[config.mk]
export PLATFORM = sky130hd
export DESIGN_NAME = tsi_div
export DESIGN_NICKNAME = d
export VERILOG_FILES = /design/src/sv/timestamped_snapshot_interpolator_assert.svh /design/src/sv/tsi_pkg.sv /design/src/sv/tsi_div.sv
export SDC_FILE = /design/constraint.sdc
export NUM_CORES = 1
export LEC_CHECK = 0
export BUFFER_PORTS_ARGS = -buffer_cell sky130_fd_sc_hd__buf_2
export CAP_MARGIN = 20
export CORE_UTILIZATION = 30
export CTS_BUF_LIST = sky130_fd_sc_hd__clkbuf_4 sky130_fd_sc_hd__clkbuf_8
export DETAILED_ROUTE_END_ITERATION = 10
export PLACE_DENSITY = 0.55
export SYNTH_ARGS = -nofsm -noshare
export SYNTH_HDL_FRONTEND = slang
export SYNTH_SLANG_ARGS = --single-unit
[constraint.sdc]
create_clock -name clock -period 7.36 [get_ports clock]
set_input_delay 1.472 -clock clock [delete_from_list [all_inputs] [get_ports clock]]
set_output_delay 1.472 -clock clock [all_outputs]
set_load 0.03 [all_outputs]
[src/sv/timestamped_snapshot_interpolator_assert.svh]
// Assertion macros for the snapshot interpolator.
// Used by the top level only; expects signals named clock and reset in scope.
`ifndef TIMESTAMPED_SNAPSHOT_INTERPOLATOR_ASSERT_SVH
`define TIMESTAMPED_SNAPSHOT_INTERPOLATOR_ASSERT_SVH

// same-cycle implication
`define TSI_ASSERT_NOW(lbl, ante, cons) \
   lbl: assert property (@(posedge clock) disable iff (reset) (ante) |-> (cons)) \
      else $error("snapshot interpolator check failed");

// next-cycle implication
`define TSI_ASSERT_NEXT(lbl, ante, cons) \
   lbl: assert property (@(posedge clock) disable iff (reset) (ante) |=> (cons)) \
      else $error("snapshot interpolator check failed");

`endif

[src/sv/tsi_pkg.sv]
// Shared types and constants for the snapshot interpolator.
// No dependencies; used by every module of the block.
`timescale 1ns / 1ps

package tsi_pkg;

   localparam int TICK_W      = 32;
   localparam int POS_W       = 32;
   localparam int AUX_W       = 16;
   localparam int LIMIT_W     = 4;
   localparam int FRAC_W      = 65;
   localparam int ACC_W       = 97;
   localparam int QUEUE_DEPTH = 4;
   localparam int QPTR_W      = 2;

   localparam logic [LIMIT_W-1:0] LIMIT_RESET = 4'd8;

   localparam logic KIND_LOAD  = 1'b0;
   localparam logic KIND_QUERY = 1'b1;

   typedef struct packed {
      logic                    opcode;
      logic [TICK_W-1:0]       tick;
      logic signed [POS_W-1:0] pos_x;
      logic signed [POS_W-1:0] pos_y;
      logic                    active;
      logic [AUX_W-1:0]        aux_value;
      logic                    last_entity;
   } req_type;

   typedef struct packed {
      logic                    found;
      logic [TICK_W-1:0]       out_tick;
      logic signed [POS_W-1:0] out_x;
      logic signed [POS_W-1:0] out_y;
      logic                    out_active;
      logic [AUX_W-1:0]        out_aux;
      logic                    last_result;
   } rsp_type;

   typedef struct packed {
      logic [POS_W-1:0] x;
      logic [POS_W-1:0] y;
      logic             flag;
      logic [AUX_W-1:0] aux;
   } ent_rec_type;

   typedef struct packed {
      logic valid;
      logic kind;
   } queue_head_type;

   typedef struct packed {
      logic busy;
      logic done;
   } div_status_type;

endpackage

[src/sv/tsi_div.sv]
// Serial fraction unit: ceil(num * 2^65 / dt) for num <= dt, one bit a cycle.
// Depends on tsi_pkg.
`timescale 1ns / 1ps

module tsi_div (
   input  logic                          clock,
   input  logic                          reset,
   input  logic                          start,
   input  logic [tsi_pkg::TICK_W-1:0]    num,
   input  logic [tsi_pkg::TICK_W-1:0]    dt,
   output tsi_pkg::div_status_type       status,
   output logic [tsi_pkg::FRAC_W-1:0]    quotient
);

   localparam int CNT_W = $clog2(tsi_pkg::FRAC_W + 1);

   logic [tsi_pkg::TICK_W-1:0] rem_ff, rem_in;
   logic [tsi_pkg::TICK_W-1:0] dt_ff, dt_in;
   logic [tsi_pkg::FRAC_W-1:0] quo_ff, quo_in;
   logic [CNT_W-1:0]           cnt_ff, cnt_in;
   logic                       busy_ff, busy_in;
   logic                       done_ff, done_in;
   logic [tsi_pkg::TICK_W:0]   rem2;
   logic                       ge;

   assign status.busy = busy_ff;
   assign status.done = done_ff;
   assign quotient    = quo_ff;

   always_comb begin
      rem2    = {rem_ff, 1'b0};
      ge      = (rem2 >= {1'b0, dt_ff});
      rem_in  = rem_ff;
      dt_in   = dt_ff;
      quo_in  = quo_ff;
      cnt_in  = cnt_ff;
      busy_in = busy_ff;
      done_in = done_ff;
      if (start) begin
         rem_in  = num;
         dt_in   = dt;
         quo_in  = '0;
         cnt_in  = '0;
         busy_in = 1'b1;
         done_in = 1'b0;
      end else if (busy_ff) begin
         if (cnt_ff != CNT_W'(tsi_pkg::FRAC_W)) begin
            rem_in = ge ? tsi_pkg::TICK_W'(rem2 - {1'b0, dt_ff}) : rem2[tsi_pkg::TICK_W-1:0];
            quo_in = {quo_ff[tsi_pkg::FRAC_W-2:0], ge};
            cnt_in = cnt_ff + 1'b1;
         end else begin
            // round up when inexact; num equal to dt holds at all ones
            quo_in  = quo_ff + tsi_pkg::FRAC_W'((rem_ff != '0) && !(&quo_ff));
            busy_in = 1'b0;
            done_in = 1'b1;
         end
      end
   end

   always_ff @(posedge clock) begin
      if (reset) begin
         busy_ff <= 1'b0;
         done_ff <= 1'b0;
      end else begin
         busy_ff <= busy_in;
         done_ff <= done_in;
      end
   end

   always_ff @(posedge clock) begin
      rem_ff <= rem_in;
      dt_ff  <= dt_in;
      quo_ff <= quo_in;
      cnt_ff <= cnt_in;
   end

endmodule

==> results by group <==
Worst setup path
  • Worst R2R Setup Slack: 3.32 ns
  • CP Data Arrival Time: 4.38 ns
  • Critical path capture point type: flop
  • Required time of the critical path: 7.70 ns
  • Crit Path Category: reg -> reg
  • Crit-path max FO: 8
  • Critical R2R Launch: quotient[44]
  • R2r endpoint: quotient[42]
  • Crit start category: flop
  • R2r worst-path depth: 17

Clock tree
  • Worst skew pair latency: just under 0.5 ns
  • Post-CTS sizing: 0
  • CTS tree: yes
  • Post-CTS setup buffers: 0
  • CTS Buf Count: 17
  • Root buffer cell: clkbuf_8
  • Clock sinks: 138
  • Bufs on Longest Clock Path: 2
  • H-tree depth: 4
  • Hold buffer count at cts: 0
  • Clock slew at reported path FFs: 0.09 ns

Yosys
  • Sequential-to-total area share from yosys stat: 0.3870
  • Synth Flop Type: dfxtp_1
  • Post-Syn Nets: about 1200
  • Ys Warns: 0
  • Yosys reg bits: 138
  • Synth Cell Area: just under 9000 um^2
  • Synth cell types: 73
  • Number of synthesized flops with an enable pin: 64
  • Cells after Synth: between 1000 and 1500
  • Syn Area/Cell: between 8 and 9 um^2
  • Post-synth ARST share: 0

Global routing
  • GRT met1 Usage: 0.2218
  • Gr usage total: 0.1740
  • Antenna violations before repair: 0
  • Vias in the first global route: 7774
  • M3 GR Usage: 0.05211
  • First-pass GRT wire length: between 40 and 50 mm
  • Largest net degree at the start of global routing: a little under 90
  • Global routing's busiest layer: met2
  • Met2 Use GR: 0.2821
  • Global route overflow: 0

Timing
  • Fin Clk Skew: roughly 0.021 ns
  • Final worst-path cycle share: 0.5483
  • Fin. max-slew vios: 0
  • RSZ-0062 raised after global routing: false
  • Sum of negative setup slack: 0 ns
  • Final setup viols: 0
  • Fmax achieved: 0.2478 GHz
  • Minimum clock period: 4.035 ns
  • Relative slew slack: 0.3408
  • Least-Margin Pin Slew: 0.9888 ns
  • Hold Violations, Final: 0
  • Final worst slack: 3.325 ns

Placement
  • Pre-CTS setup slack: 3.344 ns
  • Dpl cells: about 1500
  • Final GP Congestion: about 0.83
  • IO Port Bufs: 133
  • Dpl hpwl: 17.59 mm

Cells and area
  • ANT cells: 0
  • Final Non-Filler Cells: 1553
  • Nets: 1260
  • Share of cells above drive strength 1: 0.1728
  • Commonest non-fill, non-tap cell in the layout: buf_2
  • Most frequent cells in the layout: buf_2, nand2_1, o21ai_0, nor2_1, dfxtp_1
  • Area grow syn2layout: 15.94%

Route
  • Drt wl/cell: 16.56 um
  • Total wire length: 25.72 mm
  • 1st-pass router iterations: 7
  • Vias: 8252
  • Antenna-violating nets left: 0
  • Initial DRC Count: 604
  • Via/cell ratio: 5.314
  • DRC viols: 0

Floorplan
  • Initial Utilization: 0.3055
  • Row cnt: 62
  • Die area: 30000 um^2
  • Die X: 173.2 um
  • Die Ht: about 170 um
  • Core box area: between 20000 and 30000 um^2
  • IO Pins: 134

Status
  • Status: finished, final reports clean

Flow run
  • Max-cap violations: 0

Power and ir drop
  • Worst VDD drop: approximately 0.11 mV
  • Final Power: 2.548 mW
  • Leak Pwr: 3.833 nW
  • Pwr dens: 249.9 nW/um^2

Min path
  • Hold Crit Start: cnt_ff[6]
  • Hold depth: 2
  • HP Class: reg -> reg
  • Hold Crit Endpoint: cnt_ff[6]
[state kept, by name, summed over array words and instances (netlist names)]
signal / flops
busy_ff: 1
rem_ff: 32
quotient: 65
cnt_ff: 7
done_ff: 1
dt_ff: 32
[worst max-delay path, stage by stage, from the launching register on]
cell and delay (ns):
dfxtp_1 0.37, and3_1 0.23, and3_1 0.22, and4_1 0.26, nand4_1 0.25, nor3_1 0.12, a31oi_1 0.18, ha_1 0.22
ha_1 0.25, inv_1 0.11, nor2_1 0.18, nand2_1 0.16, nor3_1 0.60, nand2_1 0.19, nor3_1 0.21, o21ai_0 0.11
a2bb2oi_1 0.19, nor2_1 0.05
[how the worst max path moves through the flow]
stage	startpoint	endpoint	slack (ns)
global route	quotient[43]	quotient[42]	2.89
global placement	quotient[44]	quotient[42]	3.51
finish	quotient[44]	quotient[42]	3.32
detailed placement	quotient[44]	quotient[42]	3.34
CTS	quotient[44]	quotient[42]	3.32
floorplan	quotient[44]	quotient[42]	3.88
[routing by layer]
layer	wire [um]	up-vias
met5	0	-
li1	-	4119
met1	11870	3900
met4	388	0
met2	11850	207
met3	1608	26
[stage by stage]
| step | hold WS [ns] | cell area, um^2 | utilization |
|---|---|---|---|
| 3_5_place_dp | 0.4920 | 9733 | 0.3382 |
| 3_3_place_gp | 0.4837 | 9733 | 0.3382 |
| 5_1_grt | 0.5419 | 10190 | 0.3542 |
| 6_report | 0.5042 | 10190 | 0.3542 |
| 2_1_floorplan | 0.4668 | 8793 | - |
| 4_1_cts | 0.5055 | 10190 | 0.3542 |
[Yosys cell counts, drive strengths merged, types with 11 or more instances]
library cell,n,share of area
nand3,42,0.026
nand2,118,0.051
buf,14,0.0091
edfxtp,64,0.22
and3,11,0.0078
nand4,19,0.014
mux2,15,0.019
xnor2,11,0.011
ha,36,0.051
nor4,22,0.019
dfxtp,74,0.17
a22oi,28,0.024
a211oi,19,0.016
o21a,12,0.010
clkbuf,50,0.021
a21oi,65,0.037
inv,50,0.021
nor3,28,0.016
a22o,23,0.023
nor2,99,0.042
a31oi,21,0.015
xor2,16,0.016
o21ai,121,0.069
[area by class of cell]
class | instances | area, um^2
Clock inverter | 12 | 192.7
Multi-Input combinational cell | 808 | 4933
Timing Repair Buffer | 140 | 720.7
Fill cell | 3019 | 18590
Inverter | 51 | 191.4
Sequential cell | 138 | 3407
Clock buffer | 20 | 269.0
Tap cell | 384 | 480.5
[cells by family (layout without fill, tap and decap cells)]
family                   Yosys count  after routing  synth area share
AO/OA/AOI/OAI                    351            351            0.2533
AND/OR/NAND/NOR                  377            377            0.2067
flip-flops                       138            138            0.3870
adder cells (fa/ha/maj)           37             37           0.05350
buffers and inverters            115            223           0.05222
multiplexers                      16             16           0.02035
XOR/XNOR                          27             27           0.02689
[power breakdown]
| part | leakage (nW) | switching (mW) | internal (mW) |
|---|---|---|---|
| clock network | 0.234 | 0.327 | 0.424 |
| logic | 2.36 | 0.476 | 0.337 |
| registers | 1.23 | 0.0768 | 0.908 |
(Power assumes the default switching activity.)
